==> src/rtl/spc_pkg.sv <==
// shared types and constants for the scroll position controller
package spc_pkg;

  // viewport size in pixels
  localparam int VIEW_WIDTH  = 640;
  localparam int VIEW_HEIGHT = 480;

  // one pixel in remainder units: 2^15 * 125
  localparam int FRAC_SHIFT = 15;
  localparam int FRAC_ODD   = 125;
  localparam int FRAC_ONE   = FRAC_ODD * (2 ** FRAC_SHIFT);

  // reciprocal of the odd factor, floor(2^31 / 125), estimate is exact or one low
  localparam int RECIP_SHIFT = 31;
  localparam int RECIP_W     = 25;
  localparam logic [RECIP_W-1:0] RECIP = RECIP_W'((64'd1 << RECIP_SHIFT) / FRAC_ODD);

  // arithmetic widths of the tick path
  localparam int PROD_W  = 40;  // frame_time * speed, magnitude below 2^39
  localparam int DIVN_W  = 24;  // product magnitude without the low 15 bits
  localparam int QMAG_W  = 18;  // whole pixels of one product
  localparam int QUOT_W  = 19;  // signed whole pixels
  localparam int REM_W   = 23;  // signed remainder, magnitude below FRAC_ONE
  localparam int WHOLE_W = 20;  // whole pixels after adding the carried remainder

  // command queue between front and back
  localparam int QUEUE_DEPTH = 4;
  localparam int QPTR_W      = $clog2(QUEUE_DEPTH);
  localparam int QCNT_W      = $clog2(QUEUE_DEPTH + 1);

  // register port
  localparam int ADDR_W = 5;

  typedef enum logic [2:0] {
    KIND_TICK,
    KIND_SET,
    KIND_MOVE,
    KIND_RESET,
    KIND_PAUSE,
    KIND_RESUME,
    KIND_PLACE
  } kind_e;

  typedef enum logic [2:0] {
    REG_MIN_X,
    REG_MAX_X,
    REG_MIN_Y,
    REG_MAX_Y,
    REG_AXIS_MODES,
    REG_SPEED_X,
    REG_SPEED_Y,
    REG_START_POS
  } reg_e;

  // axis_modes bits
  localparam int MODE_WRAP_X = 0;
  localparam int MODE_WRAP_Y = 1;
  localparam int MODE_AUTO_X = 2;
  localparam int MODE_AUTO_Y = 3;

  typedef struct packed {
    logic signed [15:0] min_x;
    logic signed [15:0] max_x;
    logic signed [15:0] min_y;
    logic signed [15:0] max_y;
    logic [3:0]         modes;
    logic signed [23:0] speed_x;
    logic signed [23:0] speed_y;
    logic [31:0]        start_pos;
  } cfg_t;

  // one classified request as it waits in the queue
  typedef struct packed {
    logic [2:0]                kind;
    logic signed [15:0]        pos_x;
    logic signed [15:0]        pos_y;
    logic [15:0]               elem_width;
    logic [15:0]               elem_height;
    logic signed [QUOT_W-1:0]  quot_x;
    logic signed [REM_W-1:0]   rem_x;
    logic signed [QUOT_W-1:0]  quot_y;
    logic signed [REM_W-1:0]   rem_y;
  } cmd_t;

endpackage

==> src/rtl/spc_regs.sv <==
// configuration registers behind the apb-style port
module spc_regs (
  input  logic                       clk_i,
  input  logic                       rst_ni,
  input  logic                       psel,
  input  logic                       penable,
  input  logic                       pwrite,
  input  logic [spc_pkg::ADDR_W-1:0] paddr,
  input  logic [31:0]                pwdata,
  output logic [31:0]                prdata,
  output logic                       pready,
  output spc_pkg::cfg_t              cfg_o,
  output logic                       frac_clear_o
);

  spc_pkg::cfg_t cfg_q;
  spc_pkg::reg_e index;
  logic          wr_en;

  assign pready = 1'b1;
  assign index  = spc_pkg::reg_e'(paddr[spc_pkg::ADDR_W-1:2]);
  assign wr_en  = psel && penable && pwrite && pready;
  assign cfg_o  = cfg_q;

  // a speed write drops both carried remainders
  assign frac_clear_o = wr_en && ((index == spc_pkg::REG_SPEED_X) ||
                                  (index == spc_pkg::REG_SPEED_Y));

  // register writes
  always_ff @(posedge clk_i or negedge rst_ni) begin
    if (!rst_ni) begin
      cfg_q <= '0;
    end else if (wr_en) begin
      unique case (index)
        spc_pkg::REG_MIN_X:      cfg_q.min_x     <= pwdata[15:0];
        spc_pkg::REG_MAX_X:      cfg_q.max_x     <= pwdata[15:0];
        spc_pkg::REG_MIN_Y:      cfg_q.min_y     <= pwdata[15:0];
        spc_pkg::REG_MAX_Y:      cfg_q.max_y     <= pwdata[15:0];
        spc_pkg::REG_AXIS_MODES: cfg_q.modes     <= pwdata[3:0];
        spc_pkg::REG_SPEED_X:    cfg_q.speed_x   <= pwdata[23:0];
        spc_pkg::REG_SPEED_Y:    cfg_q.speed_y   <= pwdata[23:0];
        spc_pkg::REG_START_POS:  cfg_q.start_pos <= pwdata;
      endcase
    end
  end

  // read back
  always_comb begin
    unique case (index)
      spc_pkg::REG_MIN_X:      prdata = {16'b0, cfg_q.min_x};
      spc_pkg::REG_MAX_X:      prdata = {16'b0, cfg_q.max_x};
      spc_pkg::REG_MIN_Y:      prdata = {16'b0, cfg_q.min_y};
      spc_pkg::REG_MAX_Y:      prdata = {16'b0, cfg_q.max_y};
      spc_pkg::REG_AXIS_MODES: prdata = {28'b0, cfg_q.modes};
      spc_pkg::REG_SPEED_X:    prdata = {8'b0, cfg_q.speed_x};
      spc_pkg::REG_SPEED_Y:    prdata = {8'b0, cfg_q.speed_y};
      spc_pkg::REG_START_POS:  prdata = cfg_q.start_pos;
    endcase
  end

endmodule

==> config.mk <==
export PLATFORM = sky130hd
export DESIGN_NAME = spc_regs
export DESIGN_NICKNAME = d
export VERILOG_FILES = /design/src/rtl/spc_pkg.sv /design/src/rtl/spc_regs.sv
export SDC_FILE = /design/constraint.sdc
export NUM_CORES = 1
export LEC_CHECK = 0
export ABC_CLOCK_PERIOD_IN_PS = 2900
export BUFFER_PORTS_ARGS = -buffer_cell sky130_fd_sc_hd__buf_4
export CELL_PAD_IN_SITES_DETAIL_PLACEMENT = 0
export CELL_PAD_IN_SITES_GLOBAL_PLACEMENT = 1
export CORE_AREA = 3 3 132 134
export CTS_CLUSTER_SIZE = 20
export DETAILED_ROUTE_END_ITERATION = 7
export DIE_AREA = 0 0 135 137
export GPL_TIMING_DRIVEN = 0
export PLACE_DENSITY_LB_ADDON = 0.1
export REMOVE_ABC_BUFFERS = 1
export SLEW_MARGIN = 15
export SYNTH_ARGS = -nofsm -noshare
export SYNTH_HDL_FRONTEND = slang
export SYNTH_SLANG_ARGS = --single-unit
==> constraint.sdc <==
create_clock -name clk_i -period 2.9 [get_ports clk_i]
set_input_delay 0.435 -clock clk_i [delete_from_list [all_inputs] [get_ports clk_i]]
set_output_delay 0.435 -clock clk_i [all_outputs]
set_load 0.01 [all_outputs]
==> results of run 1 <==
==> cells in the mapped netlist, drive strengths merged, types with 3 or more instances <==
library cell / n / area share
o22a: 4 / 0.0050
clkbuf: 8 / 0.0043
a22oi: 8 / 0.0086
mux2i: 24 / 0.034
dfrtp: 148 / 0.53
a31oi: 11 / 0.0099
nor2: 25 / 0.024
nand3: 11 / 0.0079
nor2b: 9 / 0.0081
nand2: 24 / 0.013
a211oi: 6 / 0.0065
o22ai: 5 / 0.0045
and3: 8 / 0.0072
inv: 3 / 0.0016
o21ai: 24 / 0.017
nand3b: 4 / 0.0043
buf: 27 / 0.033
a22o: 7 / 0.0088
mux2: 159 / 0.26
==> through the flow <==
stage          TNS, ns  hold WS (ns)
2_1_floorplan        0         0.139
6_report             0         0.250
3_5_place_dp    -11.43         0.409
4_1_cts              0         0.235
3_3_place_gp    -15.62         0.498
5_1_grt              0         0.243
==> critical path, delay by kind of cell <==
kind                   cells  cell delay, ns
AND/OR/NAND/NOR            2            1.06
AO/OA/AOI/OAI              1            0.35
buffers and inverters      2            0.44
==> cells by family after synthesis <==
family          count (synthesis)  synth area share
mux                           183             0.291
compound gates                 67            0.0627
buf+inv                        38            0.0384
flops                         148             0.532
other cells                     1          0.000538
simple gates                   88            0.0753
==> how the worst min path moves through the flow <==
stage / start / to / cells past startpoint
finish: pwdata[28] / cfg_o[28] / 2
global route: pwdata[31] / cfg_o[31] / 2
CTS: pwdata[29] / cfg_o[29] / 2
detailed placement: rst_ni / cfg_o[22] / 1
global placement: cfg_o[4] / cfg_o[4] / 1
floorplan: rst_ni / cfg_o[0] / 0
==> timing repair <==
item | 4_1_cts | 5_1_grt
endpoints found under the hold margin | 64 | 0
hold buffers | 1 | 0
setup endpoints to repair | 16 | 0
gates resized for setup | 3 | 0
==> layer usage <==
| layer | vias to the layer above | GRT usage | wire, um | share of wire |
|---|---|---|---|---|
| li1 | 2318 | - | - | - |
| met1 | 2549 | 0.275 | 8460 | 0.42 |
| met2 | 171 | 0.368 | 9950 | 0.49 |
| met3 | 17 | 0.0581 | 1460 | 0.073 |
| met4 | 0 | 0.0627 | 238 | 0.012 |
| met5 | - | 0 | 0 | 0 |
==> power by group through the flow <==
stage	clock, W	sequential (W)	combinational (W)
6_report	0.00250	0.00279	0.00178
5_1_grt	0.00263	0.00285	0.00192
4_1_cts	0.00255	0.00279	0.00181
3_5_place_dp	0	0.00282	0.00180
3_3_place_gp	0	0.00280	0.00177
2_1_floorplan	0	0.00296	0.000595
==> final cells by class <==
| type | count | area (um2) | area share |
|---|---|---|---|
| clock buffers | 20 | 467 | 0.0497 |
| clock inverters | 10 | 203 | 0.0216 |
| inverters | 3 | 11.3 | 0.00120 |
| flip-flops and latches | 148 | 3700 | 0.395 |
| well taps | 220 | 275 | 0.0293 |
| repair buffers | 223 | 1730 | 0.184 |
| multi-input cells | 339 | 3000 | 0.320 |
==> results.py, run 1 <==
metrics = {
    "run_status": {
        "outcome": "complete, no violations",
    },
    "cts": {
        "cts_setup_buffers": 0,
        "cts_root_buf": "clkbuf_16",
        "cts_num_sinks": 148,
        "path_clk_slew_ns": 0.06,
        "clk_latency_ns": 0.42,
        "htreeDepth": 4,
        "numCtsBuffers": 17,
        "cts_tree": "built",
        "cts_buffer_depth": 2,
    },
    "floorplanning": {
        "initial_core_util": 0.425,
        "num_rows": 47,
        "die_height_um": 137,
        "die_w_um": 135,
        "dieArea_um2": 18500,
        "core_um2": 16400,
        "ios": 224,
    },
    "cells_and_area": {
        "syn2layout_area_growth_pct": 34.8,
        "final_cell_mix": "buf_4, mux2_2, dfrtp_1, mux2i_1, o21ai_0",
        "final_area_um2": 9390,
        "final_nets": 774,
        "fin_cells": 963,
        "final_common_cell": "buf_4",
        "final_util": 0.572,
        "fillCellCount": 1405,
        "layout-drive-gt1-share": 0.571,
        "largest_reg_flops": 148,
        "antenna_cells": 0,
    },
    "synthesis": {
        "ys_warn_count": 0,
        "ys_seq_area_frac": 0.532,
        "yosys_register_bits": 148,
        "synth_flop_cell": "dfrtp_1",
        "synth-edff-count": 0,
        "async_flop_share": 1.00,
        "syn_avg_cell_area_um2": 13.3,
        "synth.cell_area_um2": 6970,
        "synthCells": 525,
        "yosysUniqueCellTypes": 34,
    },
    "global_route": {
        "antenna_found_initial": 0,
        "grt_first_pass_wirelength_um": 30300,
        "grt_usage": 0.217,
        "grt_max_degree": 85,
        "grt_pass1_vias": 5268,
        "overflow": 0,
    },
    "place": {
        "placed_area_um2": 8700,
        "io_buffers": 220,
        "detailed_place_hpwl_um": 12900,
        "globalplace.congestion": 0.776,
        "dp.cells": 932,
        "dpl_worst_slack_ns": -0.535,
    },
    "timing": {
        "setup_viol": 0,
        "timing.final.crit_share": 0.948,
        "setup_ws_ns": 0.149,
        "rsz0062_at_grt": "no",
        "fmax_ghz": 0.364,
        "finalHoldViolations": 0,
        "worstMarginPinSlew_ns": 1.03,
        "finalMaxSlewViolations": 0,
        "slew_headroom": 0.314,
        "period_minus_slack_ns": 2.75,
        "skew_ns": 0,
    },
    "power_and_ir_drop": {
        "p_seq_frac": 0.395,
        "p_comb_frac": 0.251,
        "max-vdd-ir-drop_v": 0.000449,
        "clkPwrFrac": 0.354,
        "intPower_w": 0.00514,
        "pwr_density_cell_nw_per_um2": 753,
        "total_power_w": 0.00707,
        "p_leak_nw": 4.56,
        "switching_share": 0.272,
        "p_switching_w": 0.00192,
    },
    "routing": {
        "ant_nets": 0,
        "first_pass_iters": 4,
        "dr.first_iter.drc_count": 185,
        "drc": 0,
        "post_drt_wl_per_cell_um": 20.9,
        "vias": 5055,
        "drt-total-wl_um": 20100,
        "vias_per_cell": 5.25,
    },
    "job": {
        "maxCapViolations": 0,
    },
    "critical_path": {
        "worstPathMaxFanout": 56,
        "slowest_stage": "nor2_2",
        "regToRegSetupSlack_ns": 2.09,
        "crit_chain": "buf_4 -> nor2_2 -> nand2_2 -> o22a_1 -> buf_4",
        "end_kind": "output port",
        "path_class": "input pin to output port",
        "critPathRequiredTime_ns": 2.47,
        "worst_setup_path_start_kind": "input pin",
        "critical_path.most_common_cell": "buf_4",
        "cpPeakStageDelay_ns": 0.58,
        "crit_end": "prdata[0]",
        "r2r_start": "cfg_o[4]",
        "r2r_end": "cfg_o[4]",
        "r2r.worst_path.cells": 1,
        "cp-startpoint": "paddr[4]",
        "crit_arrival_ns": 2.32,
    },
    "worst_hold_path": {
        "min_path_type": "input pin to flop",
    },
}
No activity file was read; power rests on OpenSTA's default activity.
==> run 2, diff against run 1 <==
PLACE_DENSITY = 0.94   (was default)
PLACE_DENSITY_LB_ADDON = default   (was 0.1)
==> results.py, run 2 (synthesized netlist as in run 1, its figures left out) <==
metrics = {
    "place": {
        "dp.cells": 931,
        "globalplace.congestion": 0.755,
        "detailed_place_hpwl_um": 13000,
        "io_buffers": 220,
    },
    "critical_path": {
        "slowest_stage": "nor2b_1",
        "cp-startpoint": "paddr[2]",
        "crit_chain": "buf_4 -> nor2b_1 -> a22o_1 -> nand2_1 -> a31oi_1 -> buf_4",
        "path_buf_inv": 2,
        "cpPeakStageDelay_ns": 0.74,
        "critical_path.most_common_cell": "buf_4",
        "critical-path-top-delay-family": "simple AND/OR/NAND/NOR gates",
        "worst_setup_path_start_kind": "input pin",
        "regToRegSetupSlack_ns": 2.09,
        "r2r.worst_path.cells": 1,
        "worstPathMaxFanout": 36,
        "critPathRequiredTime_ns": 2.47,
        "r2r_end": "cfg_o[84]",
        "crit_arrival_ns": 2.28,
        "path_class": "input pin to output port",
        "r2r_start": "cfg_o[84]",
        "end_kind": "output port",
    },
    "worst_hold_path": {
        "hold_path_startpoint": "pwdata[27]",
        "min_path_type": "input pin to flop",
        "holdPathEnd": "cfg_o[27]",
        "hold_path_depth": 2,
    },
    "floorplanning": {
        "num_rows": 47,
        "initial_core_util": 0.425,
        "die_height_um": 137,
        "die_w_um": 135,
        "dieArea_um2": 18500,
        "core_um2": 16400,
        "ios": 224,
    },
    "cts": {
        "path_clk_slew_ns": 0.06,
        "cts_buffer_depth": 2,
        "numCtsBuffers": 17,
        "cts_num_sinks": 148,
        "clk_latency_ns": 0.41,
        "cts_root_buf": "clkbuf_16",
        "cts_setup_buffers": 0,
        "cts_tree": "built",
        "htreeDepth": 4,
    },
    "routing": {
        "vias": 5169,
        "ant_nets": 0,
        "drc": 0,
        "dr.first_iter.drc_count": 177,
        "drt-total-wl_um": 19600,
        "first_pass_iters": 4,
        "vias_per_cell": 5.36,
        "post_drt_wl_per_cell_um": 20.4,
    },
    "global_route": {
        "grt_pass1_vias": 5428,
        "overflow": 0,
        "grt_usage": 0.209,
        "grt_first_pass_wirelength_um": 29800,
        "grt_max_degree": 77,
        "antenna_found_initial": 0,
    },
    "power_and_ir_drop": {
        "max-vdd-ir-drop_v": 0.000351,
        "intPower_w": 0.00502,
        "p_comb_frac": 0.254,
        "pwr_density_cell_nw_per_um2": 746,
        "p_leak_nw": 4.54,
        "p_switching_w": 0.00195,
        "clkPwrFrac": 0.344,
        "switching_share": 0.280,
        "p_seq_frac": 0.403,
    },
    "cells_and_area": {
        "final_cell_mix": "buf_4, mux2_2, dfrtp_1, mux2i_1, o21ai_0",
        "largest_reg_flops": 148,
        "syn2layout_area_growth_pct": 34.1,
        "antenna_cells": 0,
        "final_util": 0.570,
        "final_common_cell": "buf_4",
        "final_nets": 773,
        "fin_cells": 964,
        "fillCellCount": 1344,
        "layout-drive-gt1-share": 0.571,
    },
    "timing": {
        "skew_ns": 0,
        "worstMarginPinSlew_ns": 1.18,
        "setup_viol": 0,
        "fmax_ghz": 0.368,
        "period_minus_slack_ns": 2.72,
        "finalHoldViolations": 0,
        "timing.final.crit_share": 0.938,
        "fin_tns_setup_ns": 0,
        "rsz0062_at_grt": "no",
        "finalMaxSlewViolations": 0,
        "slew_headroom": 0.212,
    },
    "job": {
        "maxCapViolations": 0,
    },
    "run_status": {
        "outcome": "complete, no violations",
    },
}
[run 2: changes by cell type in the layout (fill, tap and decap cells not counted), sizes merged]
cell    change
clkinv      +5
bufinv      -1
clkbuf      -2
buf         -1
[run 2: worst max-delay path by stage]
stage                      endpoint  cells after the start
after floorplan           prdata[0]                      3
after global placement    prdata[2]                      5
after detailed placement  prdata[0]                      5
after CTS                 prdata[9]                      6
after global routing      prdata[9]                      6
final                     prdata[9]                      6
[run 2: stage by stage]
step / instance area [um2] / hold slack, ns / setup slack, ns / total power [W]
after floorplan: 6710 / 0.139 / 1.08 / 0.00355
after global placement: 8640 / 0.506 / -0.581 / 0.00454
after detailed placement: 8670 / 0.436 / -0.769 / 0.00463
after CTS: 9340 / 0.239 / 0.00881 / 0.00703
after global routing: 9340 / 0.237 / 0.0850 / 0.00729
final: 9340 / 0.258 / 0.181 / 0.00697
[run 2: layer usage]
layer	vias to the layer above	track usage	wire [um]
met5	-	0	0
met4	0	0.0566	225
met3	21	0.0596	1280
met2	188	0.362	9760
met1	2636	0.259	8380
li1	2324	-	-
[run 2: area by class of cell]
cell class              count  area (um2)  share of cell area
clock buffers              18         439              0.0470
clock inverters            14         209              0.0224
inverters                   3        11.3             0.00121
multi-input cells         339        3010               0.322
flip-flops and latches    148        3700               0.396
well taps                 220         275              0.0295
repair buffers            222        1700               0.182
[run 2: power by group through the flow]
stage	clock network (W)	logic, W	registers, W
after floorplan	0	0.000595	0.00296
after global placement	0	0.00174	0.00280
after detailed placement	0	0.00179	0.00284
after CTS	0.00244	0.00179	0.00280
after global routing	0.00253	0.00190	0.00286
final	0.00239	0.00177	0.00281
[run 2: what timing repair did]
item,CTS,global route
endpoints found under the hold margin,13,0
gates resized for setup,2,2
setup endpoints to repair,16,15
pin swaps,0,0
hold buffers,1,0
