File: config.mk
export PLATFORM = sky130hd
export DESIGN_NAME = spc_back
export DESIGN_NICKNAME = d
export VERILOG_FILES = /design/src/rtl/spc_pkg.sv /design/src/rtl/spc_back.sv
export SDC_FILE = /design/constraint.sdc
export NUM_CORES = 2
export LEC_CHECK = 0
export ABC_AREA = 1
export BUFFER_PORTS_ARGS = -buffer_cell sky130_fd_sc_hd__buf_2
export CAP_MARGIN = 20
export CORE_MARGIN = 5
export CORE_UTILIZATION = 30
export DETAILED_ROUTE_END_ITERATION = 16
export GPL_TIMING_DRIVEN = 0
export SETUP_SLACK_MARGIN = 0.4
export SLEW_MARGIN = 20
export SYNTH_ARGS = -nofsm -noshare
export SYNTH_HDL_FRONTEND = slang
export SYNTH_SLANG_ARGS = --single-unit
File: constraint.sdc
create_clock -name clk_i -period 16.2 [get_ports clk_i]
set_clock_uncertainty 0.2 [all_clocks]
set_input_delay 2.43 -clock clk_i [delete_from_list [all_inputs] [get_ports clk_i]]
set_output_delay 2.43 -clock clk_i [all_outputs]
set_load 0.005 [all_outputs]
File: src/rtl/spc_pkg.sv
// shared types and constants for the scroll position controller
package spc_pkg;

  // viewport size in pixels
  localparam int VIEW_WIDTH  = 640;
  localparam int VIEW_HEIGHT = 480;

  // one pixel in remainder units: 2^15 * 125
  localparam int FRAC_SHIFT = 15;
  localparam int FRAC_ODD   = 125;
  localparam int FRAC_ONE   = FRAC_ODD * (2 ** FRAC_SHIFT);

  // reciprocal of the odd factor, floor(2^31 / 125), estimate is exact or one low
  localparam int RECIP_SHIFT = 31;
  localparam int RECIP_W     = 25;
  localparam logic [RECIP_W-1:0] RECIP = RECIP_W'((64'd1 << RECIP_SHIFT) / FRAC_ODD);

  // arithmetic widths of the tick path
  localparam int PROD_W  = 40;  // frame_time * speed, magnitude below 2^39
  localparam int DIVN_W  = 24;  // product magnitude without the low 15 bits
  localparam int QMAG_W  = 18;  // whole pixels of one product
  localparam int QUOT_W  = 19;  // signed whole pixels
  localparam int REM_W   = 23;  // signed remainder, magnitude below FRAC_ONE
  localparam int WHOLE_W = 20;  // whole pixels after adding the carried remainder

  // command queue between front and back
  localparam int QUEUE_DEPTH = 4;
  localparam int QPTR_W      = $clog2(QUEUE_DEPTH);
  localparam int QCNT_W      = $clog2(QUEUE_DEPTH + 1);

  // register port
  localparam int ADDR_W = 5;

  typedef enum logic [2:0] {
    KIND_TICK,
    KIND_SET,
    KIND_MOVE,
    KIND_RESET,
    KIND_PAUSE,
    KIND_RESUME,
    KIND_PLACE
  } kind_e;

  typedef enum logic [2:0] {
    REG_MIN_X,
    REG_MAX_X,
    REG_MIN_Y,
    REG_MAX_Y,
    REG_AXIS_MODES,
    REG_SPEED_X,
    REG_SPEED_Y,
    REG_START_POS
  } reg_e;

  // axis_modes bits
  localparam int MODE_WRAP_X = 0;
  localparam int MODE_WRAP_Y = 1;
  localparam int MODE_AUTO_X = 2;
  localparam int MODE_AUTO_Y = 3;

  typedef struct packed {
    logic signed [15:0] min_x;
    logic signed [15:0] max_x;
    logic signed [15:0] min_y;
    logic signed [15:0] max_y;
    logic [3:0]         modes;
    logic signed [23:0] speed_x;
    logic signed [23:0] speed_y;
    logic [31:0]        start_pos;
  } cfg_t;

  // one classified request as it waits in the queue
  typedef struct packed {
    logic [2:0]                kind;
    logic signed [15:0]        pos_x;
    logic signed [15:0]        pos_y;
    logic [15:0]               elem_width;
    logic [15:0]               elem_height;
    logic signed [QUOT_W-1:0]  quot_x;
    logic signed [REM_W-1:0]   rem_x;
    logic signed [QUOT_W-1:0]  quot_y;
    logic signed [REM_W-1:0]   rem_y;
  } cmd_t;

endpackage

File: src/rtl/spc_back.sv
// back end: scroll state, command execution and result register
module spc_back (
  input  logic               clk_i,
  input  logic               rst_ni,
  input  spc_pkg::cfg_t      cfg_i,
  input  logic               frac_clear_i,
  input  logic               head_valid_i,
  input  spc_pkg::cmd_t      head_i,
  output logic               pop_o,
  output logic               out_valid_o,
  input  logic               out_stall_i,
  output logic signed [15:0] scroll_x_o,
  output logic signed [15:0] scroll_y_o,
  output logic signed [17:0] draw_x_o,
  output logic signed [17:0] draw_y_o,
  output logic               on_screen_o,
  output logic               wrap_right_o,
  output logic               wrap_bottom_o
);

  typedef struct packed {
    logic signed [spc_pkg::WHOLE_W-1:0] whole;
    logic signed [spc_pkg::REM_W-1:0]   frac;
  } acc_t;

  // add the precomputed split to the carried remainder, keep truncation toward zero
  function automatic acc_t accum(logic signed [spc_pkg::REM_W-1:0]  frac,
                                 logic signed [spc_pkg::QUOT_W-1:0] quot,
                                 logic signed [spc_pkg::REM_W-1:0]  rem);
    logic signed [spc_pkg::REM_W:0]     t;
    logic signed [spc_pkg::REM_W:0]     one;
    logic signed [spc_pkg::WHOLE_W-1:0] w;
    acc_t                               res;
    one = (spc_pkg::REM_W+1)'(spc_pkg::FRAC_ONE);
    t   = (spc_pkg::REM_W+1)'(frac) + (spc_pkg::REM_W+1)'(rem);
    w   = spc_pkg::WHOLE_W'(quot);
    if (t >= one) begin
      t = t - one;
      w = w + spc_pkg::WHOLE_W'(1);
    end else if (t <= -one) begin
      t = t + one;
      w = w - spc_pkg::WHOLE_W'(1);
    end
    if (w > 0 && t < 0) begin
      w = w - spc_pkg::WHOLE_W'(1);
      t = t + one;
    end else if (w < 0 && t > 0) begin
      w = w + spc_pkg::WHOLE_W'(1);
      t = t - one;
    end
    res.whole = w;
    res.frac  = t[spc_pkg::REM_W-1:0];
    return res;
  endfunction

  // one axis step: zero delta leaves it alone, else clamp or fold once
  function automatic logic signed [15:0] axis_move(logic signed [15:0] p,
                                                   logic signed [spc_pkg::WHOLE_W-1:0] d,
                                                   logic signed [15:0] lo,
                                                   logic signed [15:0] hi,
                                                   logic tor);
    logic signed [21:0] v;
    logic signed [21:0] span;
    logic signed [15:0] res;
    span = 22'(hi) - 22'(lo);
    v    = 22'(p) + 22'(d);
    if (tor) begin
      if (v < 22'(lo)) begin
        v = v + span;
      end else if (v > 22'(hi)) begin
        v = v - span;
      end
    end else begin
      if (v < 22'(lo)) begin
        v = 22'(lo);
      end else if (v > 22'(hi)) begin
        v = 22'(hi);
      end
    end
    res = (d == '0) ? p : v[15:0];
    return res;
  endfunction

  // wrap region in view when the upper bound is less than a view away
  function automatic logic near_edge(logic signed [15:0] hi, logic signed [15:0] p,
                                     logic signed [17:0] view);
    logic signed [17:0] gap;
    gap = 18'(hi) - 18'(p);
    return gap < view;
  endfunction

  logic signed [15:0]              pos_x_q, pos_x_d;
  logic signed [15:0]              pos_y_q, pos_y_d;
  logic signed [spc_pkg::REM_W-1:0] frac_x_q, frac_x_d;
  logic signed [spc_pkg::REM_W-1:0] frac_y_q, frac_y_d;
  logic signed [16:0]              span_x_q, span_x_d;
  logic signed [16:0]              span_y_q, span_y_d;
  logic [1:0]                      wrap_q, wrap_d;
  logic                            running_q, running_d;

  logic                            out_valid_q;
  logic signed [15:0]              scroll_x_q, scroll_y_q;
  logic signed [17:0]              draw_x_q, draw_y_q, draw_x_d, draw_y_d;
  logic                            on_screen_q, on_screen_d;

  logic                            fire;
  logic                            flags_upd;
  logic                            auto_x, auto_y;
  acc_t                            acc_x, acc_y;
  logic signed [spc_pkg::WHOLE_W-1:0] dx, dy;
  logic signed [19:0]              ex, ey, exw, eyh;
  logic signed [16:0]              sx_full, sy_full;

  // a command runs when one waits and the result register frees up
  assign fire  = head_valid_i && (!out_valid_q || !out_stall_i);
  assign pop_o = fire;

  assign auto_x = cfg_i.modes[spc_pkg::MODE_AUTO_X] && (cfg_i.speed_x != '0);
  assign auto_y = cfg_i.modes[spc_pkg::MODE_AUTO_Y] && (cfg_i.speed_y != '0);
  assign acc_x  = accum(frac_x_q, head_i.quot_x, head_i.rem_x);
  assign acc_y  = accum(frac_y_q, head_i.quot_y, head_i.rem_y);

  assign sx_full = 17'(cfg_i.max_x) - 17'(cfg_i.min_x);
  assign sy_full = 17'(cfg_i.max_y) - 17'(cfg_i.min_y);

  // command execution
  always_comb begin
    pos_x_d     = pos_x_q;
    pos_y_d     = pos_y_q;
    frac_x_d    = frac_x_q;
    frac_y_d    = frac_y_q;
    span_x_d    = span_x_q;
    span_y_d    = span_y_q;
    running_d   = running_q;
    flags_upd   = 1'b0;
    draw_x_d    = '0;
    draw_y_d    = '0;
    on_screen_d = 1'b0;
    dx          = '0;
    dy          = '0;
    ex          = '0;
    ey          = '0;
    exw         = '0;
    eyh         = '0;
    unique case (spc_pkg::kind_e'(head_i.kind))
      spc_pkg::KIND_TICK: begin
        if (running_q) begin
          if (auto_x) begin
            dx       = acc_x.whole;
            frac_x_d = acc_x.frac;
          end
          if (auto_y) begin
            dy       = acc_y.whole;
            frac_y_d = acc_y.frac;
          end
          pos_x_d   = axis_move(pos_x_q, dx, cfg_i.min_x, cfg_i.max_x,
                                cfg_i.modes[spc_pkg::MODE_WRAP_X]);
          pos_y_d   = axis_move(pos_y_q, dy, cfg_i.min_y, cfg_i.max_y,
                                cfg_i.modes[spc_pkg::MODE_WRAP_Y]);
          flags_upd = 1'b1;
        end
      end
      spc_pkg::KIND_SET: begin
        pos_x_d   = head_i.pos_x;
        pos_y_d   = head_i.pos_y;
        frac_x_d  = '0;
        frac_y_d  = '0;
        flags_upd = 1'b1;
      end
      spc_pkg::KIND_MOVE: begin
        pos_x_d   = axis_move(pos_x_q, spc_pkg::WHOLE_W'(head_i.pos_x), cfg_i.min_x,
                              cfg_i.max_x, cfg_i.modes[spc_pkg::MODE_WRAP_X]);
        pos_y_d   = axis_move(pos_y_q, spc_pkg::WHOLE_W'(head_i.pos_y), cfg_i.min_y,
                              cfg_i.max_y, cfg_i.modes[spc_pkg::MODE_WRAP_Y]);
        flags_upd = 1'b1;
      end
      spc_pkg::KIND_RESET: begin
        pos_x_d   = cfg_i.start_pos[15:0];
        pos_y_d   = cfg_i.start_pos[31:16];
        frac_x_d  = '0;
        frac_y_d  = '0;
        span_x_d  = cfg_i.modes[spc_pkg::MODE_WRAP_X] ? sx_full : '0;
        span_y_d  = cfg_i.modes[spc_pkg::MODE_WRAP_Y] ? sy_full : '0;
        flags_upd = 1'b1;
      end
      spc_pkg::KIND_PAUSE: begin
        running_d = 1'b0;
      end
      spc_pkg::KIND_RESUME: begin
        running_d = 1'b1;
      end
      spc_pkg::KIND_PLACE: begin
        ex  = 20'(head_i.pos_x) - 20'(pos_x_q);
        ey  = 20'(head_i.pos_y) - 20'(pos_y_q);
        exw = ex + $signed({4'b0, head_i.elem_width});
        eyh = ey + $signed({4'b0, head_i.elem_height});
        // left of the view with the right wrap visible: draw one span further
        if (wrap_q[0] && exw < 0) begin
          ex  = ex + 20'(span_x_q);
          exw = exw + 20'(span_x_q);
        end
        if (wrap_q[1] && eyh < 0) begin
          ey  = ey + 20'(span_y_q);
          eyh = eyh + 20'(span_y_q);
        end
        on_screen_d = (exw > 0) && (eyh > 0) && (ex < 20'(spc_pkg::VIEW_WIDTH)) &&
                      (ey < 20'(spc_pkg::VIEW_HEIGHT));
        draw_x_d    = ex[17:0];
        draw_y_d    = ey[17:0];
      end
      default: begin
      end
    endcase
    wrap_d = wrap_q;
    if (flags_upd) begin
      wrap_d[0] = cfg_i.modes[spc_pkg::MODE_WRAP_X] &&
                  near_edge(cfg_i.max_x, pos_x_d, 18'(spc_pkg::VIEW_WIDTH));
      wrap_d[1] = cfg_i.modes[spc_pkg::MODE_WRAP_Y] &&
                  near_edge(cfg_i.max_y, pos_y_d, 18'(spc_pkg::VIEW_HEIGHT));
    end
  end

  // scroll state
  always_ff @(posedge clk_i or negedge rst_ni) begin
    if (!rst_ni) begin
      pos_x_q   <= '0;
      pos_y_q   <= '0;
      frac_x_q  <= '0;
      frac_y_q  <= '0;
      span_x_q  <= '0;
      span_y_q  <= '0;
      wrap_q    <= '0;
      running_q <= 1'b1;
    end else begin
      if (fire) begin
        pos_x_q   <= pos_x_d;
        pos_y_q   <= pos_y_d;
        span_x_q  <= span_x_d;
        span_y_q  <= span_y_d;
        wrap_q    <= wrap_d;
        running_q <= running_d;
      end
      if (frac_clear_i) begin
        frac_x_q <= '0;
        frac_y_q <= '0;
      end else if (fire) begin
        frac_x_q <= frac_x_d;
        frac_y_q <= frac_y_d;
      end
    end
  end

  // result register valid
  always_ff @(posedge clk_i or negedge rst_ni) begin
    if (!rst_ni) begin
      out_valid_q <= 1'b0;
    end else if (fire) begin
      out_valid_q <= 1'b1;
    end else if (!out_stall_i) begin
      out_valid_q <= 1'b0;
    end
  end

  // result payload
  always_ff @(posedge clk_i) begin
    if (fire) begin
      scroll_x_q  <= pos_x_d;
      scroll_y_q  <= pos_y_d;
      draw_x_q    <= draw_x_d;
      draw_y_q    <= draw_y_d;
      on_screen_q <= on_screen_d;
    end
  end

  assign out_valid_o   = out_valid_q;
  assign scroll_x_o    = scroll_x_q;
  assign scroll_y_o    = scroll_y_q;
  assign draw_x_o      = draw_x_q;
  assign draw_y_o      = draw_y_q;
  assign on_screen_o   = on_screen_q;
  assign wrap_right_o  = wrap_q[0];
  assign wrap_bottom_o = wrap_q[1];

endmodule

==> qor.txt <==
DRT Pass-1 Iters -> 7
Clock Sinks -> 185
CTS hold repair buffers -> 0
FF+latch area -> 4976 sq um
CP endpoint kind -> flop
Slowest cell on crit path -> ha_1
Total GRT Usage -> 0.2493
first-pass GRT wire length -> 277,600 um
critical path arrival -> 15.21 ns
CP Data Required Time -> 16.49 ns
Synth Cell Area -> 41,570 sq um
Worst Path Max Fanout -> 10
final slew viol count -> 0
port buffer count -> 356
Clk Tree Root Cell -> clkbuf_16
worst reg-to-reg path cell count -> 84
Final Hold Slack -> 0.2986 ns
asr flop ratio synth -> 0.6270
fraction of layout cells with a size suffix above 1 -> 0.09618
critical path's most frequent cell -> nand2_1
Vias/cell -> 5.318
HPWL Detailed -> 161,300 um
total CTS buffers -> 17
total wire length -> 190,000 um
status -> completed
CTS H-tree depth -> 4
nets -> 8,012
RR Startpoint -> frac_y_q[0]
initial core utilization -> 0.3020
fin area -> 46,470 sq um
via count -> 47.40k
Die Span Y -> 382.2 um
fill count -> 15.23k
area occupied by multi-input gates -> 32,250 sq um
Worst Setup Path Type -> in -> reg
Ports -> 377
RSZ-0062 raised after global routing -> no
largest net degree at the start of global routing -> 71
Tcrit/Tclk final -> 0.9210
syn_nets -> 7,633
TritonCTS clock tree -> yes
CTS max path bufs -> 2
First DRT Iteration DRCs -> 4,269
CP peak stage delay -> 0.55 ns
Hold Fails Final Rpt -> 0
DIE AREA -> 146,100 sq um
worst flop-to-flop path endpoint -> wrap_q[1]
Reg2Reg Setup Slack -> 2.92 ns
DP Area -> 45,660 sq um
count of cell types in the netlist -> 77
worst slew pin tran -> 1.217 ns
worst min path class -> reg -> reg
max-capacitance violation count -> 0
# DRC -> 0
antenna violations before repair -> 30
Core ar. -> 137,700 sq um
grt total ovfl -> 0
Antenna Nets Post-Route -> 0
vias in the first global route -> 44.54k
Die W -> 382.2 um
RD Place Congestion -> 1.029
headroom to the max-slew limit -> 0.1783
Mapped Avg Cell Area -> 6.196 sq um
Final min period -> 14.92 ns
Post-synth top flop -> dfrtp_1
yosys warns -> 0
clk slew on worst S/H paths -> 0.10 ns
Hold Crit Endpoint -> frac_x_q[12]
Post-synth EDFFs -> 69
hold depth -> 2
# setup viols final -> 0
crit start category -> primary input
Yosys reg bits -> 185
Max Freq -> 0.06703 GHz
row cnt -> 136
Clock Latency Late Sink -> 0.55 ns
Seq/Total Area, Yosys -> 0.1197
synthesis-to-finish area growth -> 11.79%
Hold Crit Start -> frac_x_q[12]
post-synthesis cell count -> 6,709
post-DR wirelength/cell -> 21.32 um
crit path from -> head_i[0]
## cells in the mapped netlist (15+ instances only)
master	number	area, sq um
o311ai_0	20	175.2
nor2_1	672	2522
nand2_2	74	462.9
inv_1	927	3480
a221oi_1	19	166.4
o31ai_1	41	307.8
a211oi_1	16	120.1
a31oi_1	16	100.1
fa_1	24	480.5
buf_2	17	85.08
nor3_1	79	395.4
nor4_1	37	231.5
o21bai_1	108	810.8
nand3_1	394	1972
o211ai_1	75	563.0
nor2_2	27	168.9
a21o_1	19	142.6
nand4_1	90	563.0
a21oi_1	479	2397
nand2_1	1587	5957
buf_6	15	168.9
edfxtp_1	69	2072
or2_2	26	162.7
o21ai_0	408	2042
o22ai_1	51	319.1
nand3b_1	29	217.7
xnor2_1	50	437.9
inv_2	37	138.9
nand3_2	15	150.1
dfrtp_1	115	2878
clkbuf_1	114	427.9
ha_1	596	7457
xor2_1	282	2470
## metal layers
| layer | vias to the layer above | part of all wire | global-route usage |
|---|---|---|---|
| met3 | 390 | 0.079 | 0.04368 |
| met4 | 10 | 0.058 | 0.1243 |
| met5 | - | 0.00036 | 0 |
| li1 | 23120 | - | - |
| met1 | 21960 | 0.42 | 0.3164 |
| met2 | 1917 | 0.45 | 0.4073 |
## stage by stage
step / utilization / std cells / setup TNS, ns / setup WS, ns
finish: 0.3376 / 8912 / 0 / 1.281
global route: 0.3374 / 8902 / 0 / 0.4291
CTS: 0.3363 / 8893 / 0 / 0.4386
detailed placement: 0.3317 / 8861 / -0.3550 / -0.3550
global placement: 0.3312 / 8859 / -0.1600 / -0.1600
floorplan: - / 6709 / 0 / 3.673
## layout make-up
cell class | instances | share of cell area
clock buffers | 17 | 0.009154
repair buffers | 360 | 0.03990
well taps | 1794 | 0.04830
plain buffers | 159 | 0.01712
clock inverters | 15 | 0.004631
multi-input cells | 5391 | 0.6940
inverters | 974 | 0.07891
diodes | 17 | 0.0009154
flip-flops and latches | 185 | 0.1071
## how the worst max path moves through the flow
stage | end | slack, ns
6_report | wrap_q[1] | 1.28
5_1_grt | wrap_q[0] | 0.43
2_1_floorplan | wrap_q[1] | 3.67
3_3_place_gp | wrap_q[1] | -0.16
4_1_cts | wrap_q[1] | 0.44
3_5_place_dp | wrap_q[1] | -0.36
## cells by family (layout without fill, tap and decap cells)
kind of cell | after synthesis | in the layout | synth area share
and+or+nand+nor | 3076 | 3076 | 0.3185
AOI/OAI and AO/OA | 1361 | 1361 | 0.1936
buffers and inverters | 1133 | 1525 | 0.1065
adders and majority gates | 620 | 620 | 0.1909
xor gates and xnor gates | 334 | 334 | 0.07073
DFF | 185 | 185 | 0.1197
other | 0 | 17 | 0
## state kept, by name, indices dropped and copies added (netlist names)
name         cells
frac_x_q        23
draw_x_o        18
running_q        1
span_x_q        17
pos_y_q         16
on_screen_o      1
scroll_y_o      16
frac_y_q        23
wrap_q           2
scroll_x_o      16
pos_x_q         16
span_y_q        17
draw_y_o        18
out_valid_o      1
## cell usage in the layout (no fill, tap or decap), types with 19 or more instances in the layout
cell type  instances
nor3_1            79
o211ai_1          75
o21ai_1           22
nand2_1         1584
nor2_1           670
nand3_1          394
buf_2            373
o21ai_0          393
a21o_1            19
dfrtp_1          115
or2_2             26
o31ai_1           41
fa_1              24
nand4_1           90
xnor2_1           50
o21bai_1         108
a21oi_1          478
edfxtp_1          69
o22ai_1           51
xor2_1           281
inv_2             37
a221oi_1          19
inv_1            927
ha_1             595
nor4_1            37
nor2_2            29
nand2_2           77
o311ai_0          19
clkbuf_1         103
nand3b_1          29
## timing repair
item | 4_1_cts | 5_1_grt
pin swaps | 0 | 1
setup buffers | 0 | 2
endpoints found under the setup margin | 1 | 2
gates cloned | 0 | 0
resized for setup | 1 | 64
## worst max-delay path, delay by kind of cell
family,cells,cell delay [ns]
simple gates,46,5.37
compound gates,19,3.39
fa+ha+maj,8,2.62
buf+inv,12,1.37
Power is not shown: default switching activity piles up to over one toggle a cycle in this logic, so the estimate is an artifact.
