`src/rtl/spc_pkg.sv`:
```
// shared types and constants for the scroll position controller
package spc_pkg;

  // viewport size in pixels
  localparam int VIEW_WIDTH  = 640;
  localparam int VIEW_HEIGHT = 480;

  // one pixel in remainder units: 2^15 * 125
  localparam int FRAC_SHIFT = 15;
  localparam int FRAC_ODD   = 125;
  localparam int FRAC_ONE   = FRAC_ODD * (2 ** FRAC_SHIFT);

  // reciprocal of the odd factor, floor(2^31 / 125), estimate is exact or one low
  localparam int RECIP_SHIFT = 31;
  localparam int RECIP_W     = 25;
  localparam logic [RECIP_W-1:0] RECIP = RECIP_W'((64'd1 << RECIP_SHIFT) / FRAC_ODD);

  // arithmetic widths of the tick path
  localparam int PROD_W  = 40;  // frame_time * speed, magnitude below 2^39
  localparam int DIVN_W  = 24;  // product magnitude without the low 15 bits
  localparam int QMAG_W  = 18;  // whole pixels of one product
  localparam int QUOT_W  = 19;  // signed whole pixels
  localparam int REM_W   = 23;  // signed remainder, magnitude below FRAC_ONE
  localparam int WHOLE_W = 20;  // whole pixels after adding the carried remainder

  // command queue between front and back
  localparam int QUEUE_DEPTH = 4;
  localparam int QPTR_W      = $clog2(QUEUE_DEPTH);
  localparam int QCNT_W      = $clog2(QUEUE_DEPTH + 1);

  // register port
  localparam int ADDR_W = 5;

  typedef enum logic [2:0] {
    KIND_TICK,
    KIND_SET,
    KIND_MOVE,
    KIND_RESET,
    KIND_PAUSE,
    KIND_RESUME,
    KIND_PLACE
  } kind_e;

  typedef enum logic [2:0] {
    REG_MIN_X,
    REG_MAX_X,
    REG_MIN_Y,
    REG_MAX_Y,
    REG_AXIS_MODES,
    REG_SPEED_X,
    REG_SPEED_Y,
    REG_START_POS
  } reg_e;

  // axis_modes bits
  localparam int MODE_WRAP_X = 0;
  localparam int MODE_WRAP_Y = 1;
  localparam int MODE_AUTO_X = 2;
  localparam int MODE_AUTO_Y = 3;

  typedef struct packed {
    logic signed [15:0] min_x;
    logic signed [15:0] max_x;
    logic signed [15:0] min_y;
    logic signed [15:0] max_y;
    logic [3:0]         modes;
    logic signed [23:0] speed_x;
    logic signed [23:0] speed_y;
    logic [31:0]        start_pos;
  } cfg_t;

  // one classified request as it waits in the queue
  typedef struct packed {
    logic [2:0]                kind;
    logic signed [15:0]        pos_x;
    logic signed [15:0]        pos_y;
    logic [15:0]               elem_width;
    logic [15:0]               elem_height;
    logic signed [QUOT_W-1:0]  quot_x;
    logic signed [REM_W-1:0]   rem_x;
    logic signed [QUOT_W-1:0]  quot_y;
    logic signed [REM_W-1:0]   rem_y;
  } cmd_t;

endpackage

```
`src/rtl/spc_queue.sv`:
```
// short request queue between front and back
module spc_queue (
  input  logic                       clk_i,
  input  logic                       rst_ni,
  input  logic                       push_i,
  input  spc_pkg::cmd_t              cmd_i,
  input  logic                       pop_i,
  output logic                       valid_o,
  output spc_pkg::cmd_t              head_o,
  output logic [spc_pkg::QCNT_W-1:0] count_o
);

  spc_pkg::cmd_t               entry_q [spc_pkg::QUEUE_DEPTH];
  logic [spc_pkg::QPTR_W-1:0]  wr_ptr_q;
  logic [spc_pkg::QPTR_W-1:0]  rd_ptr_q;
  logic [spc_pkg::QCNT_W-1:0]  count_q;

  assign valid_o = count_q != '0;
  assign head_o  = entry_q[rd_ptr_q];
  assign count_o = count_q;

  // pointers and fill count
  always_ff @(posedge clk_i or negedge rst_ni) begin
    if (!rst_ni) begin
      wr_ptr_q <= '0;
      rd_ptr_q <= '0;
      count_q  <= '0;
    end else begin
      if (push_i) begin
        wr_ptr_q <= wr_ptr_q + 1'b1;
      end
      if (pop_i) begin
        rd_ptr_q <= rd_ptr_q + 1'b1;
      end
      if (push_i && !pop_i) begin
        count_q <= count_q + 1'b1;
      end else if (pop_i && !push_i) begin
        count_q <= count_q - 1'b1;
      end
    end
  end

  // storage
  always_ff @(posedge clk_i) begin
    if (push_i) begin
      entry_q[wr_ptr_q] <= cmd_i;
    end
  end

endmodule

```
`config.mk`:
```
export PLATFORM = sky130hd
export DESIGN_NAME = spc_queue
export DESIGN_NICKNAME = d
export VERILOG_FILES = /design/src/rtl/spc_pkg.sv /design/src/rtl/spc_queue.sv
export SDC_FILE = /design/constraint.sdc
export NUM_CORES = 1
export LEC_CHECK = 0
export BUFFER_PORTS_ARGS = -buffer_cell sky130_fd_sc_hd__buf_2
export CAP_MARGIN = 20
export CELL_PAD_IN_SITES_DETAIL_PLACEMENT = 2
export CELL_PAD_IN_SITES_GLOBAL_PLACEMENT = 2
export CORE_ASPECT_RATIO = 1.5
export CORE_MARGIN = 4
export CORE_UTILIZATION = 45
export CTS_CLUSTER_DIAMETER = 150
export DETAILED_ROUTE_END_ITERATION = 7
export PLACE_DENSITY_LB_ADDON = 0.1
export SLEW_MARGIN = 5
export SYNTH_ARGS = -nofsm -noshare
export SYNTH_HDL_FRONTEND = slang
export SYNTH_SLANG_ARGS = --single-unit
```
`constraint.sdc`:
```
create_clock -name clk_i -period 6.7 [get_ports clk_i]
set_input_delay 0.335 -clock clk_i [delete_from_list [all_inputs] [get_ports clk_i]]
set_output_delay 0.335 -clock clk_i [all_outputs]
set_load 0.02 [all_outputs]
```
==> flow_summary.yaml, run 1 <==
sta:
  setup_viol: 0
  worst_slew_pin_slew_ns: 1.04
  slew_viol_final: 0
  fin_crit_ns: 3.55
  period_share: 0.530
  fin_setup_tns_ns: 0
  maxSlewHeadroom: 0.307
  rsz0062_at_grt: "false"
  fmaxAchievable_ghz: 0.282
  skew_ns: 0.0274
  finalHoldViolCount: 0
clocking:
  cts_tree: "done"
  cts_root_buf: "clkbuf_16"
  insertion_delay_ns: 0.60
  cts_buffer_depth: 3
  clk_pin_slew_worst_paths_ns: 0.07
  cts_setup_buffers: 0
  cts_made_buffers: 57
  htreeDepth: 2
  cts.sinks: 611
critical_path:
  cp-end-kind: "output port"
  startpoint_type: "flop"
  cpPeakStageDelay_ns: 1.09
  r2r_cells: 4
  critPathSlowestCell: "dfrtp_4"
  cp.buffers_inverters: 2
  path_class: "reg -> out"
  crit_chain: "buf_12 -> mux4_2 -> buf_2"
  cp.depth: 3
  critPathTopFamily: "flip-flops"
  crit_required_ns: 6.36
  critPathMaxFanout: 80
  critPathArrivalTime_ns: 3.21
pwr:
  power_leakage_uw: 0.00955
  switching_share: 0.326
  clock_power_share: 0.264
  power_frac_comb: 0.305
  p_int_uw: 8390
  p_switching_uw: 4060
  power.density_nw_per_um2: 447
  ir_drop_mv: 0.369
  seq_power_share: 0.431
placement:
  numPlacedInstances: 1763
  place_area_um2: 24400
  io_buffers: 309
  dp_hpwl_um: 32100
  globalplace.congestion: 0.707
cells_and_area:
  fin_nets: 1480
  layout-drive-gt1-share: 0.412
  num-fill-cells: 4018
  final_cells: 2027
  final_area_um2: 27800
  synthToLayoutAreaGrowth_pct: 25.7
floorplan:
  initial_utilization: 0.455
  die_x_um: 189
  ios: 310
  core-area_um2: 48700
  core.rowCount: 99
  die_h_um: 280
  die-area_um2: 52900
route:
  antenna_left: 0
  drt_pass1_iterations: 5
  totalWireLength_um: 56500
  post-route-drc-count: 0
  drt_iter0_drc: 651
  dr_total_vias: 10700
  via_per_inst: 5.28
  routedWlPerCell_um: 27.9
synth:
  synthDistinctLibCells: 18
  synth-seq-cells: 611
  syn_area_per_cell_um2: 26.9
  netlist_area_um2: 22100
  synthCells: 822
  synth_nets: 983
  yosys_warnings: 0
  synth-seq-area-share: 0.827
grt:
  grt_start_max_net_pins: 133
  grt_util_all_layers: 0.214
  grt_pass1_vias: 12300
  antenna_found_initial: 4
  overflow: 0
  grt_pass1_wl_um: 84400
flow_run:
  drv_cap: 0
min_path:
  whs_path_depth: 2
  hold_class: "in -> reg"
status:
  status: "finished, final reports clean"
layer usage:
metal,GRT usage,part of all wire,vias up,wire length (µm)
met4,0.0553,0.025,0,1420
met5,0,0,-,0
li1,-,-,4562,-
met2,0.396,0.55,297,31100
met3,0.0474,0.055,80,3090
met1,0.254,0.37,5757,20800
stage by stage:
step                hold slack (ns)  power, µW   util  setup slack (ns)
floorplan                    0.0394       7940      -              2.10
global placement              0.191       9150  0.502              3.64
global route                 0.0328      13000  0.572              2.94
detailed placement            0.191       9250  0.502              3.70
CTS                         0.00893      12600  0.572              3.02
finish                       0.0468      12500  0.572              3.15
cells by family after synthesis:
| kind of cell | count (synthesis) | share of synthesized area |
|---|---|---|
| simple gates | 8 | 0.00192 |
| flops | 611 | 0.827 |
| buf+inv | 38 | 0.0107 |
| compound gates | 1 | 0.000226 |
| fa+ha+maj | 6 | 0.00373 |
| mux | 152 | 0.154 |
| xor+xnor | 6 | 0.00237 |
power groups by stage:
stage	Clock [µW]	Sequential [µW]	Combinational [µW]
floorplan	0	5290	2650
global placement	0	5370	3780
detailed placement	0	5440	3800
CTS	3350	5370	3900
global route	3560	5430	4040
finish	3290	5360	3800
placed cells by master, fill, tap and decap left out:
cell	Yosys	layout
buf_12	0	3
diode_2	0	5
dfrtp_1	7	5
mux4_2	151	151
dfrtp_4	0	2
inv_1	4	4
or3_1	1	1
xnor2_1	2	2
fa_1	1	1
clkbuf_1	6	11
bufinv_16	0	7
o21ai_0	1	1
clkbuf_16	0	59
nand2_1	2	2
edfxtp_1	604	604
clkinv_1	0	9
clkinv_2	0	17
xor2_1	4	4
buf_2	18	309
buf_4	1	7
clkinvlp_4	0	2
and2_4	0	4
dlygate4sd3_1	0	153
inv_6	0	1
ha_1	5	5
mux2_2	1	1
nor2_1	1	1
Yosys cell counts:
| master | count | area share |
|---|---|---|
| fa_1 | 1 | 0.00090 |
| buf_4 | 1 | 0.00034 |
| and2_1 | 4 | 0.0011 |
| ha_1 | 5 | 0.0028 |
| xnor2_1 | 2 | 0.00079 |
| nand2_1 | 2 | 0.00034 |
| dfrtp_1 | 7 | 0.0079 |
| nor2_1 | 1 | 0.00017 |
| xor2_1 | 4 | 0.0016 |
| or3_1 | 1 | 0.00028 |
| inv_1 | 4 | 0.00068 |
| o21ai_0 | 1 | 0.00023 |
| edfxtp_1 | 604 | 0.82 |
| buf_6 | 9 | 0.0046 |
| mux4_2 | 151 | 0.15 |
| clkbuf_1 | 6 | 0.0010 |
| mux2_2 | 1 | 0.00051 |
| buf_2 | 18 | 0.0041 |
worst paths after layout:
kind / slack [ns] / from / to
max: 3.15 / rd_ptr_q[0] / head_o[75]
min: 0.05 / push_i / wr_ptr_q[0]
max reg2reg: 4.00 / wr_ptr_q[0] / entry_q[2][5]
min reg2reg: 0.52 / count_o[2] / count_o[2]
max in group asynchronous: 6.41 / rst_ni / rd_ptr_q[0]
min in group asynchronous: 0.10 / rst_ni / count_o[2]
flip-flops by register name, summed over array words and instances (netlist names):
register	flops
entry_q	604
count_o	3
rd_ptr_q	2
wr_ptr_q	2
final cells by class:
class                   count  area (µm²)  area share
multi-input cells         173        3600       0.130
well taps                 656         821      0.0295
diodes                      5        12.5    0.000450
repair buffers            472        3190       0.115
clock inverters            36         353      0.0127
inverters                   4        15.0    0.000539
clock buffers              70        1520      0.0545
flip-flops and latches    611       18300       0.658
timing repair:
item,CTS,global route
hold buffers,153,0
hold endpoints to repair,612,0
resized for setup,0,0
Note: power is estimated with default switching activity, not from simulation.
==> run 2, diff against run 1 <==
--- a/config.mk
+++ b/config.mk
@@ -11,7 +11,7 @@
 export CELL_PAD_IN_SITES_GLOBAL_PLACEMENT = 2
 export CORE_ASPECT_RATIO = 1.5
 export CORE_MARGIN = 4
-export CORE_UTILIZATION = 45
+export CORE_UTILIZATION = 41
 export CTS_CLUSTER_DIAMETER = 150
 export DETAILED_ROUTE_END_ITERATION = 7
 export PLACE_DENSITY_LB_ADDON = 0.1
==> constraint.sdc (replaced) <==
create_clock -name clk_i -period 3 [get_ports clk_i]
set_input_delay 0.15 -clock clk_i [delete_from_list [all_inputs] [get_ports clk_i]]
set_output_delay 0.15 -clock clk_i [all_outputs]
set_load 0.02 [all_outputs]
==> run 2 against run 1 <==
  * Final area increased by 0.91%
  * Clock skew is 0.019 ns lower
  * Highest routed layer unchanged
  * Flip-flop and latch count is the same
  * Largest power group unchanged
  * First-iteration DRC count shrank 24%
==> flow_summary.yaml, run 2 (same netlist as run 1, synthesis figures left out) <==
grt:
  antenna_found_initial: 2
  grt_pass1_vias: 12400
  grt_pass1_wl_um: 81400
  overflow: 0
  grt_util_all_layers: 0.187
  grt_start_max_net_pins: 96
pwr:
  power_frac_comb: 0.322
  power.density_nw_per_um2: 992
  p_int_uw: 18900
  switching_share: 0.321
  p_switching_uw: 8940
  seq_power_share: 0.419
  clock_power_share: 0.260
  ir_drop_mv: 0.711
  power_leakage_uw: 0.00964
  finalPower_uw: 27900
clocking:
  htreeDepth: 2
  cts_made_buffers: 58
  cts-resized-gates: 0
  cts.sinks: 611
  cts_tree: "done"
  cts_buffer_depth: 3
  clk_pin_slew_worst_paths_ns: 0.06
  insertion_delay_ns: 0.60
  cts_root_buf: "clkbuf_16"
critical_path:
  cp-end-kind: "output port"
  crit_chain: "buf_12 -> mux4_2 -> buf_2"
  path_class: "reg -> out"
  crit_required_ns: 2.85
  cpPeakStageDelay_ns: 0.72
  critPathArrivalTime_ns: 2.46
  critPathMaxFanout: 28
  startpoint_type: "flop"
  critPathSlowestCell: "dfrtp_4"
sta:
  worst_slew_pin_slew_ns: 0.691
  fmaxAchievable_ghz: 0.383
  slew_viol_final: 0
  rsz0062_at_grt: "false"
  fin_ws_ns: 0.392
  skew_ns: 0.00869
  setup_viol: 0
  period_share: 0.869
  fin_crit_ns: 2.61
  finalHoldViolCount: 0
  maxSlewHeadroom: 0.539
  fin_setup_tns_ns: 0
  worst_hold_slack_ns: 0.297
floorplan:
  die_x_um: 198
  ios: 310
  core.rowCount: 104
  die_h_um: 293
  die-area_um2: 57900
  core-area_um2: 53600
  initial_utilization: 0.413
flow_run:
  drv_cap: 0
route:
  dr_total_vias: 10500
  totalWireLength_um: 54000
  post-route-drc-count: 0
  antenna_left: 0
  routedWlPerCell_um: 26.2
  drt_pass1_iterations: 4
  via_per_inst: 5.10
  drt_iter0_drc: 495
cells_and_area:
  largest_reg_flops: 604
  final_cell_mix: "edfxtp_1 (604), buf_2 (309), dlygate4sd3_1 (155)"
  regMostFlops: "entry_q"
  fin_nets: 1492
  num-fill-cells: 4578
  layout_commonest_cell: "edfxtp_1"
  layout-drive-gt1-share: 0.412
  post-route-util: 0.524
  synthToLayoutAreaGrowth_pct: 26.8
placement:
  dp_slack_ns: 0.968
  io_buffers: 309
  dp_hpwl_um: 33100
  globalplace.congestion: 0.699
min_path:
  hold_class: "in -> reg"
status:
  status: "finished, final reports clean"
==> run 2: changes by cell type in the layout (fill, tap and decap cells not counted) <==
cell / change
buf_12: +11
buf_4: -2
bufinv_16: -1
clkbuf_16: +2
clkinv_1: +4
clkinv_2: -5
clkinvlp_4: -2
diode_2: -3
dlygate4sd3_1: +2
==> run 2: what timing repair did <==
action                                 CTS  global route
endpoints found under the hold margin  616             0
hold buffers                           155             0
setup buffers                            0             0
==> run 2: path summary, 6_finish.rpt <==
kind | from | to | slack [ns] | cells after the start
min in group asynchronous | rst_ni | count_o[2] | 0.53 | 3
min reg2reg | count_o[2] | count_o[2] | 0.51 | 1
max | rd_ptr_q[0] | head_o[60] | 0.39 | 3
max in group asynchronous | rst_ni | rd_ptr_q[1] | 2.15 | 3
max reg2reg | wr_ptr_q[0] | entry_q[2][76] | 1.21 | 4
min | cmd_i[26] | entry_q[1][26] | 0.30 | 2
==> run 2: final cells by class <==
type / instances / area, µm² / area share
multi-input cells: 173 / 3600 / 0.128
clock inverters: 32 / 298 / 0.0106
flip-flops and latches: 611 / 18300 / 0.652
diodes: 2 / 5.00 / 0.000178
inverters: 4 / 15.0 / 0.000535
well taps: 689 / 862 / 0.0307
clock buffers: 72 / 1570 / 0.0558
repair buffers: 483 / 3420 / 0.122
==> run 2: power by group through the flow <==
stage | clock [µW] | combinational (µW) | sequential, µW
floorplan | 0 | 5920 | 11700
global route | 7820 | 9570 | 11800
finish | 7240 | 8960 | 11700
global placement | 0 | 9000 | 11700
CTS | 7460 | 9270 | 11700
detailed placement | 0 | 9030 | 11900
==> run 2: stage by stage <==
stage / cell area [µm²] / cells
after floorplan: 22100 / 822
after global placement: 24700 / 1805
after detailed placement: 24700 / 1805
after CTS: 28100 / 2064
after global routing: 28100 / 2066
final: 28100 / 2066
==> run 2: routing by layer <==
layer,vias to the layer above,GRT usage,share of wire
li1,4578,-,-
met1,5580,0.222,0.37
met2,297,0.340,0.54
met3,77,0.0458,0.058
met4,0,0.0506,0.024
met5,-,0,0
==> run 2: worst max-delay path, delay by kind of cell, from the launching register on <==
family   cells  cell delay, ns
buf+inv      2            0.50
flops        1            0.72
mux          1            0.58
==> run 3, diff against run 2 <==
==> constraint.sdc (replaced) <==
create_clock -name clk_i -period 2.1 [get_ports clk_i]
set_input_delay 0.105 -clock clk_i [delete_from_list [all_inputs] [get_ports clk_i]]
set_output_delay 0.105 -clock clk_i [all_outputs]
set_load 0.005 [all_outputs]
==> run 3 against run 2 <==
  * Clock skew up 0.010 ns
  * Critical path type unchanged
  * Critical endpoint is now head_o[116]
  * Count of clock-buffer cells in the layout up 2
  * Register-to-register slack worse by 0.72 ns
  * The flow now finishes with violations (setup timing)
  * Worst setup slack worse by 0.58 ns
  * Clock power up 45%
==> flow_summary.yaml, run 3 (same netlist as run 1, synthesis figures left out) <==
clocking:
  cts_made_buffers: 58
  clk_pin_slew_worst_paths_ns: 0.06
  cts.sinks: 611
  cts_tree: "done"
  cts_root_buf: "clkbuf_16"
  htreeDepth: 2
  insertion_delay_ns: 0.61
  cts_buffer_depth: 3
critical_path:
  cp-end-kind: "output port"
  r2r_cells: 4
  crit_chain: "buf_12 -> buf_12 -> buf_16 -> mux4_2 -> buf_6"
  path_class: "reg -> out"
  critPathTopFamily: "buffers and inverters"
  crit_required_ns: 2.00
  critPathMaxFanout: 5
  cp.buffers_inverters: 4
  cpPeakStageDelay_ns: 0.51
  critPathArrivalTime_ns: 2.18
  crit_top_cell: "buf_12"
  startpoint_type: "flop"
  cp.depth: 5
  critPathSlowestCell: "mux4_2"
cells_and_area:
  post-route-util: 0.545
  regMostFlops: "entry_q"
  synthToLayoutAreaGrowth_pct: 32.0
  layout-drive-gt1-share: 0.428
  largest_reg_flops: 604
  final_cell_mix: "edfxtp_1 (604), buf_2 (259), dlygate4sd3_1 (155)"
  fin_nets: 1530
  final_area_um2: 29200
  final_cells: 2112
  layout_commonest_cell: "edfxtp_1"
status:
  violations: "setup timing"
  status: "complete, but fails checks"
floorplan:
  die-area_um2: 57900
  initial_utilization: 0.413
  ios: 310
  die_h_um: 293
  core-area_um2: 53600
  die_x_um: 198
  core.rowCount: 104
grt:
  busiest_layer: "met2"
  grt_start_max_net_pins: 57
  antenna_found_initial: 5
  overflow: 0
  grt_use_met2: 0.343
  grt_use_met1: 0.241
  use_met3: 0.0456
  grt_util_all_layers: 0.194
  grt_pass1_vias: 12600
  grt_pass1_wl_um: 84000
pwr:
  finalPower_uw: 40600
  power_leakage_uw: 0.0101
  ir_drop_mv: 0.855
  power.density_nw_per_um2: 1390
placement:
  place_area_um2: 24800
  io_buffers: 309
  globalplace.congestion: 0.718
  dp_hpwl_um: 32800
  numPlacedInstances: 1814
route:
  drt_pass1_iterations: 6
  via_per_inst: 5.15
  antenna_left: 0
  post-route-drc-count: 0
  routedWlPerCell_um: 27.3
  dr_total_vias: 10900
  totalWireLength_um: 57600
  drt_iter0_drc: 560
sta:
  setup_viol: 151
  fmaxAchievable_ghz: 0.438
  finalHoldViolCount: 0
  fin_ws_ns: -0.185
  fin_crit_ns: 2.29
  rsz0062_at_grt: "true"
  maxSlewHeadroom: 0.711
  fin_setup_tns_ns: -19.81
  slew_viol_final: 0
  worst_slew_pin_slew_ns: 0.432
  skew_ns: 0.0191
  period_share: 1.09
min_path:
  hold_class: "in -> reg"
  whs_path_depth: 2
flow_run:
  drv_cap: 0
-- run 3: changes by cell type in the layout (fill, tap and decap cells not counted), moves of 4 or more --
cell       delta
buf_16       +11
buf_4         +4
buf_6        +52
clkbuf_16     +4
buf_12       +13
buf_2        -50
-- run 3: path summary, 6_finish.rpt --
check / slack, ns / from / to
worst max-delay path: -0.19 / rd_ptr_q[0] / head_o[116]
worst min-delay path: 0.25 / cmd_i[136] / entry_q[3][136]
worst max register to register: 0.49 / wr_ptr_q[1] / entry_q[1][106]
worst min register to register: 0.49 / count_o[2] / count_o[2]
max in group asynchronous: 1.25 / rst_ni / rd_ptr_q[0]
min in group asynchronous: 0.51 / rst_ni / count_o[2]
-- run 3: stage by stage --
| stage | hold WS [ns] | worst slack (ns) |
|---|---|---|
| after floorplan | -0.191 | -0.0267 |
| after global placement | -0.0315 | 0.350 |
| after detailed placement | -0.0287 | 0.317 |
| after CTS | 0.192 | -0.243 |
| after global routing | 0.227 | -0.263 |
| final | 0.246 | -0.185 |
-- run 3: worst register-to-register path: stages (launching register included) --
cell and delay, ns:
dfrtp_1 0.40, inv_1 0.11, ha_1 0.16, and2_4 0.22, buf_12 0.35
-- run 3: layer usage --
layer	share of wire	vias to the layer above	wire (µm)
li1	-	4688	-
met1	0.39	5818	22300
met2	0.54	297	31000
met3	0.056	68	3220
met4	0.020	2	1180
met5	0.00023	-	13
-- run 3: power by group --
part | switching [µW] | total, µW | internal, µW
clock network | 4480 | 10500 | 6020
logic | 6380 | 13600 | 7190
registers | 600 | 16500 | 15900
total | 11500 | 40600 | 29200
-- run 3: area by class of cell --
class	count	area (µm²)
Clock buffer	74	1580
Tap cell	689	862
Sequential cell	611	18300
Antenna cell	5	12.5
Inverter	4	15.0
Timing Repair Buffer	521	4520
Multi-Input combinational cell	173	3600
Clock inverter	35	318
Fill cell	4514	24400
-- run 3: what timing repair did --
action                     in CTS  in global routing
gates cloned                    9                  4
hold endpoints to repair      616                  0
setup endpoints to repair     151                150
hold buffers                  155                  0
setup buffers                  15                  4
gates resized for setup        59                 35
